[config.mk]
export PLATFORM = sky130hd
export DESIGN_NAME = utf8_to_ucs2_field_decoder
export DESIGN_NICKNAME = d
export VERILOG_FILES = /design/src/rtl/core/utfdec_pkg.sv /design/src/rtl/core/utfdec_front.sv /design/src/rtl/core/utfdec_queue.sv /design/src/rtl/core/utfdec_back.sv /design/src/rtl/core/utf8_to_ucs2_field_decoder.sv
export SDC_FILE = /design/constraint.sdc
export NUM_CORES = 1
export LEC_CHECK = 0
export BUFFER_PORTS_ARGS = -buffer_cell sky130_fd_sc_hd__buf_2
export CAP_MARGIN = 40
export CORE_ASPECT_RATIO = 2
export CORE_MARGIN = 2
export CORE_UTILIZATION = 50
export DETAILED_ROUTE_END_ITERATION = 16
export GPL_TIMING_DRIVEN = 0
export PLACE_DENSITY = 0.68
export SETUP_SLACK_MARGIN = 0.2
export SKIP_LAST_GASP = 1
export SLEW_MARGIN = 40
export SYNTH_ARGS = -nofsm -noshare
export SYNTH_HDL_FRONTEND = slang
export SYNTH_SLANG_ARGS = --single-unit
[constraint.sdc]
create_clock -name clk -period 7.4 [get_ports clk]
set_input_delay 1.48 -clock clk [delete_from_list [all_inputs] [get_ports clk]]
set_output_delay 1.48 -clock clk [all_outputs]
set_load 0.02 [all_outputs]
[src/rtl/core/utfdec_pkg.sv]
// shared types and constants of the utf-8 to ucs-2 field decoder
package utfdec_pkg;

  localparam int CFG_W     = 7;
  localparam int CMD_CNT_W = 9;  // holds a fill run of up to 511 symbols

  localparam logic [CFG_W-1:0] SYMBOL_COUNT_RESET = 7'd16;

  localparam logic [7:0]  DASH_CHAR      = 8'h2D;
  localparam logic [15:0] UNDERSCORE_SYM = 16'h005F;
  localparam logic [15:0] SPACE_SYM      = 16'h0020;

  localparam logic [1:0] PEND_NONE = 2'd0;
  localparam logic [1:0] PEND_ONE  = 2'd1;
  localparam logic [1:0] PEND_TWO  = 2'd2;

  typedef struct packed {
    logic [7:0] text_byte;
    logic       string_start;
  } byte_item_t;

  typedef struct packed {
    logic [15:0] symbol;
    logic        field_last;
  } sym_item_t;

  // one decoded symbol and how many outputs it stands for
  typedef struct packed {
    logic [15:0]          symbol;
    logic [CMD_CNT_W-1:0] count;
    logic                 last;
  } cmd_t;

endpackage

[src/rtl/core/utfdec_front.sv]
// front end: takes bytes, decodes utf-8 and issues symbol commands
module utfdec_front #(
  parameter int MAX_SYMBOLS = 64
) (
  input  logic                       clk,
  input  logic                       rst,
  input  logic                       byte_valid,
  output logic                       byte_ready,
  input  utfdec_pkg::byte_item_t     byte_item,
  input  logic [utfdec_pkg::CFG_W-1:0] symbol_count,
  output logic                       push,
  output utfdec_pkg::cmd_t           cmd,
  input  logic                       q_ready
);
  import utfdec_pkg::*;

  localparam int CNT_W = $clog2(MAX_SYMBOLS + 1);
  localparam int CMP_W = (CNT_W > CFG_W) ? CNT_W : CFG_W;

  logic [CNT_W-1:0] symbols_left, left_next;
  logic [15:0]      partial_code, partial_next;
  logic [1:0]       bytes_pending, pending_next;
  logic             dash_held, dash_next;
  logic             field_done, done_next;

  logic [CMP_W-1:0] cfg_ext;
  logic [CNT_W-1:0] start_cnt;
  logic [7:0]       c;
  logic             dash_emit;

  assign c       = byte_item.text_byte;
  assign cfg_ext = CMP_W'(symbol_count);
  assign start_cnt = (cfg_ext > CMP_W'(MAX_SYMBOLS)) ? CNT_W'(MAX_SYMBOLS) : CNT_W'(cfg_ext);

  // held dash followed by a real byte: dash goes out first, byte waits until it is pushed
  assign dash_emit  = byte_valid && !byte_item.string_start && !field_done &&
                      dash_held && (c != 8'd0);
  assign byte_ready = q_ready && !dash_emit;

  always_comb begin
    logic [CNT_W-1:0] work_left;
    logic [15:0]      work_partial;
    logic [1:0]       work_pending;
    logic             decode;
    logic             have_sym;
    logic [15:0]      sym;

    left_next    = symbols_left;
    partial_next = partial_code;
    pending_next = bytes_pending;
    dash_next    = dash_held;
    done_next    = field_done;
    push         = 1'b0;
    cmd          = '0;
    work_left    = symbols_left;
    work_partial = partial_code;
    work_pending = bytes_pending;
    decode       = 1'b0;
    have_sym     = 1'b0;
    sym          = '0;

    if (dash_emit) begin
      if (q_ready) begin
        push       = 1'b1;
        cmd.symbol = {8'd0, DASH_CHAR};
        cmd.count  = CMD_CNT_W'(1);
        cmd.last   = (symbols_left == CNT_W'(1));
        left_next  = symbols_left - CNT_W'(1);
        done_next  = (symbols_left == CNT_W'(1));
        dash_next  = 1'b0;
      end
    end else if (byte_valid && q_ready) begin
      if (byte_item.string_start) begin
        // new string abandons whatever was in flight
        left_next    = start_cnt;
        partial_next = '0;
        pending_next = PEND_NONE;
        dash_next    = 1'b0;
        done_next    = (start_cnt == '0);
        work_left    = start_cnt;
        work_partial = '0;
        work_pending = PEND_NONE;
        if (start_cnt != '0) begin
          if (c == DASH_CHAR) begin
            dash_next = 1'b1;
          end else begin
            decode = 1'b1;
          end
        end
      end else if (!field_done) begin
        dash_next = 1'b0;
        decode    = 1'b1;
      end
    end

    if (decode) begin
      case (work_pending)
        PEND_TWO: begin
          partial_next = work_partial | {4'd0, c[5:0], 6'd0};
          pending_next = PEND_ONE;
        end
        PEND_ONE: begin
          sym          = work_partial | {10'd0, c[5:0]};
          have_sym     = 1'b1;
          pending_next = PEND_NONE;
        end
        default: begin
          if (!c[7]) begin
            sym      = {8'd0, c};
            have_sym = 1'b1;
          end else if (!c[5]) begin
            partial_next = {5'd0, c[4:0], 6'd0};
            pending_next = PEND_ONE;
          end else begin
            partial_next = {c[3:0], 12'd0};
            pending_next = PEND_TWO;
          end
        end
      endcase
    end

    if (have_sym) begin
      if (sym == UNDERSCORE_SYM) begin
        sym = SPACE_SYM;
      end
      push       = 1'b1;
      cmd.symbol = sym;
      if (sym == 16'd0) begin
        // terminator: this symbol plus zero fill to the end of the field
        cmd.count = CMD_CNT_W'(work_left);
        cmd.last  = 1'b1;
        left_next = '0;
        done_next = 1'b1;
      end else begin
        cmd.count = CMD_CNT_W'(1);
        cmd.last  = (work_left == CNT_W'(1));
        left_next = work_left - CNT_W'(1);
        done_next = (work_left == CNT_W'(1));
      end
    end
  end

  always_ff @(posedge clk) begin
    if (rst) begin
      symbols_left  <= '0;
      partial_code  <= '0;
      bytes_pending <= PEND_NONE;
      dash_held     <= 1'b0;
      field_done    <= 1'b1;
    end else begin
      symbols_left  <= left_next;
      partial_code  <= partial_next;
      bytes_pending <= pending_next;
      dash_held     <= dash_next;
      field_done    <= done_next;
    end
  end

endmodule

[src/rtl/core/utfdec_queue.sv]
// two-entry command queue between front and back end
module utfdec_queue (
  input  logic             clk,
  input  logic             rst,
  input  logic             push,
  input  utfdec_pkg::cmd_t push_cmd,
  output logic             q_ready,
  output logic             q_valid,
  output utfdec_pkg::cmd_t head_cmd,
  input  logic             pop
);
  import utfdec_pkg::*;

  localparam int DEPTH = 2;

  cmd_t       entries [DEPTH];
  logic       wr_ptr;
  logic       rd_ptr;
  logic [1:0] fill;
  logic       do_push;
  logic       do_pop;

  assign q_ready  = (fill != 2'(DEPTH));
  assign q_valid  = (fill != 2'd0);
  assign head_cmd = entries[rd_ptr];
  assign do_push  = push && q_ready;
  assign do_pop   = pop && q_valid;

  always_ff @(posedge clk) begin
    if (do_push) begin
      entries[wr_ptr] <= push_cmd;
    end
  end

  always_ff @(posedge clk) begin
    if (rst) begin
      wr_ptr <= 1'b0;
      rd_ptr <= 1'b0;
      fill   <= 2'd0;
    end else begin
      if (do_push) begin
        wr_ptr <= ~wr_ptr;
      end
      if (do_pop) begin
        rd_ptr <= ~rd_ptr;
      end
      case ({do_push, do_pop})
        2'b10:   fill <= fill + 2'd1;
        2'b01:   fill <= fill - 2'd1;
        default: fill <= fill;
      endcase
    end
  end

endmodule

[src/rtl/core/utfdec_back.sv]
// back end: expands commands into output symbols, zero fill included
module utfdec_back (
  input  logic                  clk,
  input  logic                  rst,
  input  logic                  q_valid,
  input  utfdec_pkg::cmd_t      head_cmd,
  output logic                  pop,
  output logic                  sym_valid,
  input  logic                  sym_ready,
  output utfdec_pkg::sym_item_t sym_item
);
  import utfdec_pkg::*;

  cmd_t                 cur;
  logic [CMD_CNT_W-1:0] remaining;
  logic                 busy;
  logic                 finishing;

  // a zero fill repeats the zero symbol, so the symbol field stays as loaded
  assign sym_valid           = busy;
  assign sym_item.symbol     = cur.symbol;
  assign sym_item.field_last = cur.last && (remaining == CMD_CNT_W'(1));

  assign finishing = busy && sym_ready && (remaining == CMD_CNT_W'(1));
  assign pop       = q_valid && (!busy || finishing);

  always_ff @(posedge clk) begin
    if (pop) begin
      cur <= head_cmd;
    end
  end

  always_ff @(posedge clk) begin
    if (rst) begin
      busy      <= 1'b0;
      remaining <= '0;
    end else if (pop) begin
      busy      <= 1'b1;
      remaining <= head_cmd.count;
    end else if (busy && sym_ready) begin
      remaining <= remaining - CMD_CNT_W'(1);
      if (finishing) begin
        busy <= 1'b0;
      end
    end
  end

endmodule

[src/rtl/core/utf8_to_ucs2_field_decoder.sv]
// top level of the utf-8 to ucs-2 field decoder
//
// byte channel (byte_valid/byte_ready/byte_item) takes one utf-8 byte per item;
// string_start marks the first byte of a string and restarts decoding
// symbol channel (sym_valid/sym_ready/sym_item) gives symbol_count ucs-2 symbols
// per string not abandoned by a new start, field_last set on the final one
// cfg channel (cfg_valid/cfg_ready/cfg_data) writes symbol_count, always ready;
// the value is sampled at each string start and saturated to MAX_SYMBOLS
// a completed symbol goes through the command queue and the back end's output
// register to sym_item; throughput: one byte per cycle while the queue has room;
// a byte after a held leading dash waits while the dash is pushed; a terminator
// expands into a zero fill of one symbol per cycle in the back end while sym_ready
// is high, while the front keeps taking bytes until the two-entry queue is full
// receiver stall: the back end holds its symbol, the queue fills, then
// byte_ready drops
// reset: symbol_count returns to 16, queue empties, decoder idles until a start
module utf8_to_ucs2_field_decoder #(
  parameter int MAX_SYMBOLS = 64
) (
  input  logic                         clk,
  input  logic                         rst,
  input  logic                         byte_valid,
  output logic                         byte_ready,
  input  utfdec_pkg::byte_item_t       byte_item,
  output logic                         sym_valid,
  input  logic                         sym_ready,
  output utfdec_pkg::sym_item_t        sym_item,
  input  logic                         cfg_valid,
  output logic                         cfg_ready,
  input  logic [utfdec_pkg::CFG_W-1:0] cfg_data
);
  import utfdec_pkg::*;

  logic [CFG_W-1:0] symbol_count;

  // front to queue
  logic push;
  cmd_t push_cmd;
  logic q_ready;

  // queue to back
  logic q_valid;
  cmd_t head_cmd;
  logic pop;

  // config register, written by the user only while the block is idle; unchecked
  assign cfg_ready = 1'b1;

  always_ff @(posedge clk) begin
    if (rst) begin
      symbol_count <= SYMBOL_COUNT_RESET;
    end else if (cfg_valid) begin
      symbol_count <= cfg_data;
    end
  end

  // decode bytes and track the field position
  utfdec_front #(
    .MAX_SYMBOLS (MAX_SYMBOLS)
  ) u_front (
    .clk          (clk),
    .rst          (rst),
    .byte_valid   (byte_valid),
    .byte_ready   (byte_ready),
    .byte_item    (byte_item),
    .symbol_count (symbol_count),
    .push         (push),
    .cmd          (push_cmd),
    .q_ready      (q_ready)
  );

  // lets decoding run ahead of a stalled or filling output
  utfdec_queue u_queue (
    .clk      (clk),
    .rst      (rst),
    .push     (push),
    .push_cmd (push_cmd),
    .q_ready  (q_ready),
    .q_valid  (q_valid),
    .head_cmd (head_cmd),
    .pop      (pop)
  );

  // output register and zero fill counter
  utfdec_back u_back (
    .clk       (clk),
    .rst       (rst),
    .q_valid   (q_valid),
    .head_cmd  (head_cmd),
    .pop       (pop),
    .sym_valid (sym_valid),
    .sym_ready (sym_ready),
    .sym_item  (sym_item)
  );

endmodule

# Word-level counts from Yosys, hierarchy flattened
# Memory sizes are Yosys's and may differ from the RTL's. A register that Yosys moved wholly into a read port is not among the register bits.
# Index checks and enable logic that the tools add are counted.
# word_totals
in_bits	21
elab_cells	134
mem_bits_rw	52
out_inout_bits	20
ff_bits	65
mem_count	1
# op_classes
n_lt_le_gt_ge	1
eq_ne	13
add_sub_neg	5
n_reduce_logical	31
muxes	66
bitwise_logic	4
# mem_list
memory	depth	word_bits	rd	rd_ports_with_merged_regs	wr	line	rtl
u_queue.entries	2	26	1	1	1	utfdec_queue.sv:16	cmd_t entries [DEPTH];
# ops
op	n
$mux W16	10
$pmux W16 S2	2
$mux W7	9
$mux W26	2
$mux W1	31
$mux W9	2
$eq A16 B7 Y1 const B	1
$logic_not A16 Y1	1
$or A16 B12 Y16	1
$or A16 B6 Y16	1
$eq A7 B1 Y1 const B	2
$sub A7 B1 Y7 const B	2
$logic_and A1 B1 Y1	12
$mux W2	6
$reduce_bool A2 Y1	5
$eq A9 B1 Y1 const B	1
$sub A9 B1 Y9 const B	1
$eq A8 B6 Y1 const B	1
$mux W8	1
$pmux W2 S2	2
$reduce_bool A8 Y1	1
$gt A7 B7 Y1 const B	1
$logic_not A7 Y1	1
$reduce_bool A7 Y1	1
other kinds (15)	23

# Depth between registers and ports, before layout
# Gate-level depths: netlist of the first run.
# depth
word_depth	15
mapped_depth	19
ltp_nobuf	15

# By module
# From an unflattened synthesis of the first run, not the netlist that was laid out.
# hier_totals
hier_cells	531
hier_area_um2	5940.7
# modules_own_cells
mod	cells_each	seq_area_each_um2	area_per_inst_um2	instances
utfdec_front	292	540.5	2255.9	1
utfdec_queue	105	1661.6	2092.0	1
utfdec_back	110	710.7	1330.0	1
utf8_to_ucs2_field_decoder	24	140.1	262.8	1

# Worst setup path before layout of the first run
# Ideal clock, no wire load.
# synth_timing
path_type	input-to-reg
start	input byte_valid
end	memory u_queue.entries[0][0] (netlist name), enable pin
setup_ps	405
arrival_time_ps	5047
path_slack_ps	1949
path_buffers	3
t_required_ps	6995
path_stages	14
path_cell_list	and2_1 nand2_1 buf_2 clkbuf_1 nand2_1 ha_1 and2b_2 or2_2 and4b_1 or2b_2 clkbuf_2 a21oi_1 inv_1 nor2_1
# synth_between
elab_chain_len	12
word_cells_on_any_way	18
cone_classes	eq/ne (2); mux (10); reduce/logical (6)
# synth_rtl
element	line	rtl
from (decl)	utf8_to_ucs2_field_decoder.sv:22	input logic byte_valid,
$logic_and A1 B1 Y1 (3 in a row)	utfdec_front.sv:36	assign dash_emit = byte_valid && !byte_item.string_start && !field_done &&
$logic_and A1 B1 Y1	utfdec_front.sv:37	dash_held && (c != 8'd0);
$mux W2	utfdec_front.sv:62	if (dash_emit) begin
$eq A2 B1 Y1 / $eq A2 B2 Y1 (equally long branches)	utfdec_front.sv:97	case (work_pending)
$pmux W1 S2	utfdec_front.sv:97	
$mux W1	utfdec_front.sv:96	if (decode) begin
$mux W1 (*)	utfdec_front.sv:122	if (have_sym) begin
$logic_and A1 B1 Y1 (*)	utfdec_queue.sv:26	assign do_push = push && q_ready;
$mux W1 (*)	utfdec_queue.sv:30	if (do_push) begin
$mux W1 (not written as such) (*)	utfdec_queue.sv:31	entries[wr_ptr] <= push_cmd;
to (decl)	utfdec_queue.sv:16	
# Every way passes the cells marked *; elsewhere a longest branch is shown, timed or not.

# Worst setup path after layout of the first run
# layout_timing
start	input byte_valid
end	register u_queue.fill[1]
# layout_between
elab_chain_len	12
word_cells_on_any_way	20
cone_classes	eq/ne (4); mux (9); reduce/logical (7)
# layout_rtl
element	line	rtl
$logic_and A1 B1 Y1 (3 in a row)	utfdec_front.sv:36	
$logic_and A1 B1 Y1	utfdec_front.sv:37	
$mux W2	utfdec_front.sv:62	
$eq A2 B1 Y1 / $eq A2 B2 Y1 (equally long branches)	utfdec_front.sv:97	
$pmux W1 S2	utfdec_front.sv:97	
$mux W1	utfdec_front.sv:96	
$mux W1 (*)	utfdec_front.sv:122	
$logic_and A1 B1 Y1 (*)	utfdec_queue.sv:26	
$eq A2 B1 Y1 / $eq A2 B2 Y1 (equally long branches)	utfdec_queue.sv:47	case ({do_push, do_pop})
$pmux W2 S2 / $reduce_bool A2 Y1 (equally long branches)	-	
to (signal assigned)	utfdec_queue.sv:48	2'b10: fill <= fill + 2'd1;
to (signal assigned)	utfdec_queue.sv:49	2'b01: fill <= fill - 2'd1;
to (signal assigned)	utfdec_queue.sv:50	default: fill <= fill;
to (decl)	utfdec_queue.sv:19	logic [1:0] fill;
# Marks and branches as above.
# A chain may end at the register's enable or synchronous reset.

==> flow_summary.json, run 1 <==
{
  "status": "completed",
  "path_cells": "buf_2 > and2_1 > nand2_1 > buf_2 > clkbuf_1 > nand2_1 > ha_1 > and2b_2 > or2_2 > and4b_1 > or2b_2 > clkbuf_2 > a21oi_1 > inv_1 > ha_1 > or3_1 > a21oi_1",
  "nets": 605,
  "grt_pass1_wl_um": 21000,
  "vias": 4218,
  "gp_congestion": 0.986,
  "cp_slowest_stage_delay_ns": 0.48,
  "core_um2": 10900,
  "syn_avg_cell_area_um2": 10.7,
  "drive_gt1_share_pct": 22.6,
  "ctsResizeCount": 0,
  "cp-start-kind": "input pin",
  "postRouteAntennaNets": 0,
  "wl_per_cell_um": 17.8,
  "worst_pin_slew_ns": 0.795,
  "dieArea_um2": 12000,
  "setup_violations": 0,
  "min_path_type": "register to register",
  "layout.area.seq_um2": 2930,
  "finClkSkew_ns": 0.00805,
  "path_max_fanout": 10,
  "chipHeight_um": 153,
  "syn-cell-area_um2": 5540,
  "start_util_pct": 50.9,
  "first_pass_iters": 5,
  "multi_input_area_um2": 2340,
  "antenna_found_initial": 0,
  "die_w_um": 78.4,
  "async_reset_ff_share_pct": 0,
  "rows": 54,
  "cts_root_buffer": "clkbuf_16",
  "finalHoldViolCount": 0,
  "period_share_pct": 76.0,
  "rsz0062_at_grt": "no",
  "post-place-ws_ns": 1.37,
  "worstPathRequired_ns": 7.73,
  "gr-usage-all-layers_pct": 23.0,
  "cts_buffers": 17,
  "worst_ep_arrival_time_ns": 5.96,
  "critical_path_buf_inv_count": 5,
  "use_met1_pct": 23.9,
  "grt_start_max_net_pins": 28,
  "seq_area_frac_synth_pct": 52.9,
  "peakVddDrop_mv": 0.215,
  "cts_max_path_buffers": 2,
  "dp_hpwl_um": 9690,
  "yosysUniqueCellTypes": 70,
  "vias_per_cell": 5.79,
  "synth_edf_count": 65,
  "slew_headroom_pct": 47.0,
  "ys_warn_count": 0,
  "cts_max_level": 4,
  "wirelength_um": 13000,
  "met3_usage_pct": 5.37,
  "max_cap_violations": 0,
  "io-pin-count": 41,
  "ctsHoldBuffers": 0,
  "cts.sinks": 114,
  "critPathTopFamily": "simple AND/OR/NAND/NOR gates",
  "utilization_pct": 60.0,
  "grt_util_met2_pct": 39.8,
  "maxSlewViolCount": 0,
  "syn_inst": 517,
  "clkLatencyLatePin_ns": 0.41,
  "cts_tree": "done",
  "syn_nets": 547,
  "busiest_layer": "met2",
  "syn_to_final_growth_pct": 17.8,
  "path_class": "input pin to register",
  "hold_start": "u_front.dash_held$_SDFFE_PP0P_",
  "end_kind": "register",
  "leakage_uw": 0.00250,
  "reg2reg_from": "u_queue.fill[0]$_SDFFE_PP0P_",
  "power.density_nw_per_um2": 344,
  "fin_setup_tns_ns": 0,
  "synth_ff_type": "edfxtp_1",
  "fin_hold_ws_ns": 0.467,
  "drtIter0Drc": 220,
  "io_buffer_count": 38,
  "cp_slowest_cell": "clkbuf_1",
  "overflow": 0,
  "n_fill_cell": 934,
  "drc_errors": 0,
  "startpoint": "byte_valid",
  "setup_slack_ns": 1.77,
  "antenna-diode-count": 0,
  "cts.clk_slew.worst_paths_ns": 0.05,
  "cts_setup_buffers": 0,
  "period_needed_ns": 5.63,
  "max_freq_ghz": 0.178,
  "grt_pass1_vias": 4188,
  "ys_seq_elements": 114
}
## tightest hold or removal path, stage by stage, from the launching register on
cell,delay [ns]
dfxtp_1,0.31
nand2_1,0.05
a21oi_1,0.05
## synthesized netlist by cell type (all sizes together), types with 5 or more instances
cell    instances  share of area [%]
o21ai          15                1.4
edfxtp         65                 35
a211oi         11                1.5
nor2           51                3.5
nand2          35                2.4
xnor2          11                1.7
dfxtp          49                 18
o21a            6               0.81
xor2            6               0.95
and2           14                1.6
mux2           18                3.7
buf            26                3.3
ha              9                2.0
inv            13               0.88
mux2i          14                2.5
clkbuf         15                1.0
and3           13                1.5
nand4           5               0.56
nor2b           6               0.68
a21oi          32                2.9
nor4            8                1.0
a31oi           5               0.56
nor3           17                1.5
## cell families after synthesis
logic type               Yosys count  share of synthesized area [%]
flip-flops                       114                           52.9
XOR/XNOR                          17                           2.69
adder cells (fa/ha/maj)            9                           2.03
AND/OR/NAND/NOR                  180                           17.2
AO/OA/AOI/OAI                    110                           13.7
buffers and inverters             54                           5.20
multiplexers                      32                           6.19
other                              1                         0.0677
## per-layer routing
metal  vias up  part of all wire (%)
met5         -                     0
met2       167                    53
met1      1974                    36
met4         0                   6.3
met3        52                   4.8
li1       2025                     -
## layout make-up
| type | count | area share (%) |
|---|---|---|
| sequential | 114 | 44.9 |
| multi-input combinational | 349 | 35.9 |
| clock buffer | 17 | 6.52 |
| buffer | 41 | 3.68 |
| timing repair buffer | 39 | 3.34 |
| tap | 140 | 2.68 |
| clock inverter | 15 | 2.17 |
| inverter | 13 | 0.748 |
## final timing paths
| kind | to | slack [ns] | depth (start not counted) |
|---|---|---|---|
| worst min register to register | u_front.dash_held$_SDFFE_PP0P_ | 0.47 | 2 |
| worst min-delay path | u_front.dash_held$_SDFFE_PP0P_ | 0.47 | 2 |
| worst max-delay path | u_queue.fill[1]$_SDFFE_PP0P_ | 1.77 | 17 |
| worst max register to register | u_queue.fill[1]$_SDFFE_PP0P_ | 2.48 | 17 |
## power breakdown
part	internal, uW	switching, uW
Sequential	788	60.6
Combinational	262	358
Clock	490	286
Total	1540	704
## flip-flops by register name (all words and copies together), names as in the netlist, named ones only
name	cells
u_back.sym_item	16
u_front.bytes_pending	2
u_queue.entries	48
u_front.partial_code	16
u_front.symbols_left	7
u_queue.wr_ptr	1
u_back.sym_valid	1
u_back.cur	1
symbol_count	7
u_queue.fill	2
u_front.field_done	1
u_back.remaining	9
u_queue.rd_ptr	1
u_front.dash_held	1
## per-stage QoR
step	cells	total power, uW	area, um2
4_1_cts	728	2260	6520
2_1_floorplan	517	1310	5540
6_report	728	2240	6530
3_3_place_gp	695	1460	5900
5_1_grt	728	2370	6530
3_5_place_dp	696	1480	5950
## cells in the final DEF (no fill, tap or decap), types with 9 or more instances in the layout
| cell | n |
|---|---|
| edfxtp_1 | 65 |
| nor2_1 | 50 |
| dfxtp_1 | 49 |
| buf_2 | 42 |
| nand2_1 | 35 |
| a21oi_1 | 32 |
| mux2_2 | 18 |
| buf_4 | 17 |
| clkbuf_16 | 17 |
| nor3_1 | 16 |
| o21ai_0 | 15 |
| mux2i_1 | 14 |
| inv_1 | 13 |
| and2_1 | 13 |
| clkbuf_1 | 13 |
| and3_1 | 12 |
| xnor2_1 | 11 |
| a211oi_1 | 10 |
| ha_1 | 9 |
(Power assumes the default switching activity.)
==> run 2, diff against run 1 <==
- ABC_AREA: default -> 1
- PLACE_DENSITY: 0.68 -> 0.71
- clock period: 7.4 -> 5 ns (I/O delays scaled with it)
==> run 2 against run 1 <==
Setup slack got worse by 0.56 ns. Synthesized cell count up 35%. Non-clock buffer count is 4 lower. Wire length up 6.7%. Clock-buffer cell count is the same. Sequential share of layout area shrank 2.4 points. Cell area grew 5.7%. First-iteration DRC count down 0.45%. Critical path type unchanged. Critical endpoint unchanged. Largest cell class unchanged.
==> flow_summary.json, run 2 <==
{
  "post-place-ws_ns": 0.785,
  "top_layer": "met4",
  "end_kind": "register",
  "ctsResizeCount": 0,
  "antenna_found_initial": 0,
  "cts_max_level": 4,
  "async_reset_ff_share_pct": 0,
  "ys_warn_count": 0,
  "vias_per_cell": 5.33,
  "dr_wl_met3_um": 537,
  "fin_setup_tns_ns": 0,
  "wl_per_cell_um": 15.1,
  "cts_root_buffer": "clkbuf_16",
  "gp_congestion": 0.957,
  "seq_area_frac_synth_pct": 49.7,
  "syn_to_final_growth_pct": 17.0,
  "first_pass_iters": 4,
  "synth_top_area_share_pct": 33.1,
  "status": "completed",
  "power.density_nw_per_um2": 542,
  "path_cells": "buf_2 > nand3_4 > buf_2 > nand2_1 > ha_1 > clkbuf_1 > nand2_1 > nand2_1 > nor2_4 > inv_2 > nand2_1 > inv_1 > ha_1 > nor2_1 > and3_1 > nor3_1",
  "slew_headroom_pct": 50.4,
  "synth_top_family_by_area": "simple AND/OR/NAND/NOR gates",
  "synth_ff_type": "edfxtp_1",
  "yosys.area.top_type": "edfxtp_1",
  "max_freq_ghz": 0.264,
  "io_buffer_count": 39,
  "drtIter0Drc": 219,
  "chipHeight_um": 158,
  "dieArea_um2": 12700,
  "yosysMostFrequentCell": "nand2_1",
  "worstPathRequired_ns": 5.28,
  "peakVddDrop_mv": 0.356,
  "ys_seq_elements": 114,
  "postRouteAntennaNets": 0,
  "grt_start_max_net_pins": 28,
  "period_needed_ns": 3.79,
  "drive_gt1_share_pct": 18.5,
  "syn_avg_cell_area_um2": 8.45,
  "cpMostUsedCell": "nand2_1",
  "gr-usage-all-layers_pct": 23.6,
  "multi_input_area_um2": 2440,
  "grt_pass1_wl_um": 22600,
  "mostFrequentLayoutCells": "nand2_1 (146), nor2_1 (73), inv_1 (71)",
  "clkLatencyLatePin_ns": 0.41,
  "period_share_pct": 75.8,
  "n_fill_cell": 1062,
  "path_class": "input pin to register",
  "rsz0062_at_grt": "no",
  "grt_pass1_vias": 4728,
  "ctsHoldBuffers": 0,
  "synth_xor_area_share_pct": 1.34,
  "cts.clk_slew.worst_paths_ns": 0.06,
  "cts_setup_buffers": 0,
  "setup_slack_ns": 1.21,
  "cts_max_path_buffers": 2,
  "antenna-diode-count": 0,
  "postPlaceCellArea_um2": 6340,
  "path_max_fanout": 10,
  "cts_buffers": 17,
  "wirelength_um": 13800,
  "syn-cell-area_um2": 5900,
  "cts.sinks": 114,
  "dp_hpwl_um": 10500,
  "start_util_pct": 50.7,
  "synth_area_leaders": "edfxtp_1 (33%), dfxtp_1 (17%), nand2_1 (9.3%)",
  "finalHoldViolCount": 0,
  "vias": 4880,
  "worst_ep_arrival_time_ns": 4.07,
  "min_path_type": "register to register",
  "yosysUniqueCellTypes": 47,
  "cts_tree": "done",
  "drc_errors": 0,
  "finClkSkew_ns": 0.00929,
  "nets": 788,
  "wl_met1_um": 5120,
  "cp_slowest_stage_delay_ns": 0.36,
  "largest_reg_flops": 48,
  "cp-start-kind": "input pin",
  "layout.area.seq_um2": 2930,
  "io-pin-count": 41,
  "worst_pin_slew_ns": 0.744,
  "synth-compound-area-share_pct": 12.8,
  "overflow": 0,
  "max_cap_violations": 0,
  "die_w_um": 80.8,
  "core_um2": 11600,
  "syn_nets": 728,
  "synth-simple-area-share_pct": 24.9,
  "synth.area.mux_share_pct": 0.170,
  "synth_edf_count": 65,
  "cp_slowest_cell": "clkbuf_1",
  "leakage_uw": 0.00294,
  "post-route-cell-area_um2": 6900,
  "setup_violations": 0,
  "final_common_cell": "nand2_1",
  "maxSlewViolCount": 0,
  "top_register": "u_queue.entries",
  "syn_inst": 698,
  "rows": 56,
  "wl_met2_um": 7610,
  "yosys-top-cells-count": "nand2_1 (146), nor2_1 (75), inv_1 (71), edfxtp_1 (65), dfxtp_1 (49)",
  "synthAdderAreaFrac_pct": 1.91
}
run 2: changes by cell type in the layout (fill, tap and decap cells not counted), moves of 18 or more:
cell     previous run  this run
mux2_2             18         0
o21ai_0            15        47
nand2_1            35       146
nand3_1             4        35
inv_1              13        71
nor2_1             50        73
run 2: critical path: cells and delay by family:
kind                       cells  cell delay (ns)
adders and majority gates      2             0.65
buffers and inverters          5             1.17
and+or+nand+nor                9             1.23
run 2: per-stage QoR:
| step | std cells | hold slack, ns | util, % | total power [uW] |
|---|---|---|---|---|
| 2_1_floorplan | 698 | 0.426 | - | 2280 |
| 3_3_place_gp | 882 | 0.439 | 53.9 | 2570 |
| 3_5_place_dp | 884 | 0.454 | 54.5 | 2620 |
| 4_1_cts | 916 | 0.460 | 59.3 | 3760 |
| 5_1_grt | 916 | 0.485 | 59.3 | 3970 |
| 6_report | 916 | 0.466 | 59.3 | 3740 |
run 2: cell families (layout without fill, tap and decap cells):
logic type	after synthesis	after routing
muxes	1	1
DFF	114	114
and+or+nand+nor	317	317
AOI/OAI and AO/OA	129	129
other	1	1
xor gates and xnor gates	9	9
adders and majority gates	9	9
buffers and inverters	118	191
run 2: worst paths after layout:
check | start | end | slack, ns | cells past startpoint
worst max-delay path | byte_item[0] | u_queue.fill[1]$_SDFFE_PP0P_ | 1.21 | 16
worst min register to register | u_queue.rd_ptr$_SDFFE_PP0P_ | u_queue.rd_ptr$_SDFFE_PP0P_ | 0.47 | 1
worst min-delay path | u_queue.rd_ptr$_SDFFE_PP0P_ | u_queue.rd_ptr$_SDFFE_PP0P_ | 0.47 | 1
worst max register to register | u_queue.fill[1]$_SDFFE_PP0P_ | u_queue.fill[1]$_SDFFE_PP0P_ | 1.37 | 16
run 2: area by class of cell:
class / count / share of cell area, %
multi-input combinational: 466 / 35.4
clock buffer: 17 / 6.17
sequential: 114 / 42.5
tap: 145 / 2.63
clock inverter: 15 / 1.90
inverter: 83 / 4.52
buffer: 35 / 3.21
timing repair buffer: 41 / 3.63
run 2: power breakdown:
group          total [uW]  internal [uW]  switching (uW)  leakage, uW
Combinational        1300            462             837      0.00167
Sequential           1310           1210            93.3      0.00100
Clock                1140            685             452     0.000264
run 2: routing by layer:
layer / GRT usage, % / vias up
met2: 42.8 / 137
met1: 24.6 / 2263
met3: 4.99 / 39
met4: 13.1 / 0
met5: 0 / -
li1: - / 2441
==> run 3, diff against run 2 <==
- PLACE_DENSITY: 0.71 -> 0.68
- clock period: 5 -> 3.95 ns (I/O delays scaled with it)
==> run 3 against run 2 <==
Largest power group is now combinational logic. Sequential power increased by 25%. Wire length shrank 0.88%. Largest cell class unchanged. Global-route usage up 0.096 points. First-iteration DRC count stayed put. Combinational power is 27% higher.
==> flow_summary.json, run 3 (synthesis gave the netlist of run 2 again) <==
{
  "status": "completed",
  "holdPathStages": 2,
  "period_share_pct": 89.4,
  "finClkSkew_ns": 0.0121,
  "path_max_fanout": 10,
  "overflow": 0,
  "r2r_cells": 16,
  "cts_max_level": 4,
  "period_needed_ns": 3.53,
  "rows": 56,
  "postPlaceCellArea_um2": 6310,
  "grt_pass1_vias": 4935,
  "grt_start_max_net_pins": 28,
  "power.density_nw_per_um2": 701,
  "cts_buffers": 17,
  "antenna-diode-count": 0,
  "wirelength_um": 13700,
  "drc_errors": 0,
  "worst_ep_arrival_time_ns": 3.81,
  "die_w_um": 80.8,
  "chipHeight_um": 158,
  "final_common_cell": "nand2_1",
  "cts_root_buffer": "clkbuf_16",
  "cts.clk_slew.worst_paths_ns": 0.05,
  "drive_gt1_share_pct": 18.7,
  "reg2reg_from": "u_queue.fill[1]$_SDFFE_PP0P_",
  "mostFrequentLayoutCells": "nand2_1 (146), nor2_1 (73), inv_1 (71)",
  "nets": 788,
  "drtIter0Drc": 219,
  "wl_per_cell_um": 15.0,
  "io-pin-count": 41,
  "top_register": "u_queue.entries",
  "dp_hpwl_um": 10300,
  "cts_max_path_buffers": 2,
  "hold_start": "u_front.partial_code[4]$_SDFF_PP0_",
  "post-place-ws_ns": -0.0949,
  "gr-usage-all-layers_pct": 23.7,
  "postRouteAntennaNets": 0,
  "gp_congestion": 0.927,
  "syn_to_final_growth_pct": 17.6,
  "cts.sinks": 114,
  "largest_reg_flops": 48,
  "min_to": "u_front.partial_code[4]$_SDFF_PP0_",
  "setup_violations": 0,
  "core_um2": 11600,
  "worstPathRequired_ns": 4.23,
  "finalHoldViolCount": 0,
  "first_pass_iters": 5,
  "utilization_pct": 59.6,
  "io_buffer_count": 39,
  "peakVddDrop_mv": 0.394,
  "cp-start-kind": "register",
  "reg2reg_to": "u_queue.fill[1]$_SDFFE_PP0P_",
  "maxSlewViolCount": 0,
  "max_freq_ghz": 0.283,
  "dieArea_um2": 12700,
  "cts_tree": "done",
  "vias": 4861,
  "post-route-cell-area_um2": 6930,
  "grt_pass1_wl_um": 22900,
  "antenna_found_initial": 0,
  "end_kind": "register",
  "start_util_pct": 50.7,
  "min_path_type": "register to register",
  "path_class": "register to register",
  "cts_setup_buffers": 0,
  "rsz0062_at_grt": "yes",
  "clkLatencyLatePin_ns": 0.42,
  "setup_slack_ns": 0.420,
  "r2r_setup_slack_ns": 0.42,
  "worst_pin_slew_ns": 0.703,
  "leakage_uw": 0.00296,
  "vias_per_cell": 5.31,
  "fin_setup_tns_ns": 0,
  "max_cap_violations": 0,
  "slew_headroom_pct": 53.1
}
run 3: cell count changes in the layout (fill, tap and decap cells not counted), sizes merged:
cell      delta
clkinv       -1
bufinv       +2
buf          -1
nor2         +1
clkinvlp     -1
run 3: cell type report:
cell class / count / area, um2
buffer: 35 / 223
clock buffer: 17 / 425
clock inverter: 15 / 179
fill: 1084 / 4700
inverter: 83 / 312
multi-input combinational: 467 / 2460
sequential: 114 / 2930
tap: 145 / 181
timing repair buffer: 40 / 223
run 3: worst max-delay path by stage:
stage	from	to	slack [ns]
after global placement	byte_item[0]	u_queue.entries[0][19]$_DFFE_PP_	-0.95
after global routing	u_queue.fill[1]$_SDFFE_PP0P_	u_queue.fill[1]$_SDFFE_PP0P_	0.14
after floorplan	byte_valid	u_queue.entries[0][0]$_DFFE_PP_	0.20
after detailed placement	byte_item[0]	u_queue.entries[1][22]$_DFFE_PP_	-0.09
final	u_queue.fill[1]$_SDFFE_PP0P_	u_queue.fill[1]$_SDFFE_PP0P_	0.42
after CTS	u_queue.fill[1]$_SDFFE_PP0P_	u_queue.entries[1][14]$_DFFE_PP_	0.28
run 3: per-stage QoR:
stage | power [uW] | instances | hold slack (ns)
floorplan | 2880 | 698 | 0.426
global route | 5160 | 916 | 0.470
CTS | 4880 | 915 | 0.458
detailed placement | 3300 | 883 | 0.450
global placement | 3250 | 882 | 0.437
finish | 4860 | 916 | 0.455
run 3: what timing repair did:
item,4_1_cts,5_1_grt
endpoints found under the hold margin,0,0
endpoints found under the setup margin,0,27
resized for setup,0,3
hold buffers,0,0
run 3: worst max-delay path, stage by stage, from the launching register on:
cell	delay, ns
dfxtp_1	0.39
nand2_2	0.17
nand3_4	0.13
buf_2	0.26
nand2_1	0.14
ha_1	0.34
clkbuf_2	0.21
nand2_1	0.19
nand2_1	0.15
nor2_4	0.27
inv_2	0.16
nand2_1	0.10
inv_1	0.17
ha_1	0.37
nor2_1	0.15
and3_1	0.16
nor3_1	0.04
run 3: power breakdown:
part           internal, uW  total, uW  switching (uW)
Combinational           585       1650            1070
Sequential             1530       1640             109
Clock                   996       1560             569
run 3: layer usage:
| layer | GRT usage (%) | part of all wire (%) | routed length, um | vias up |
|---|---|---|---|---|
| met5 | 0 | 0 | 0 | - |
| met3 | 5.22 | 3.9 | 528 | 47 |
| met1 | 24.2 | 36 | 4980 | 2223 |
| li1 | - | - | - | 2450 |
| met2 | 42.8 | 55 | 7510 | 141 |
| met4 | 14.4 | 5.0 | 684 | 0 |
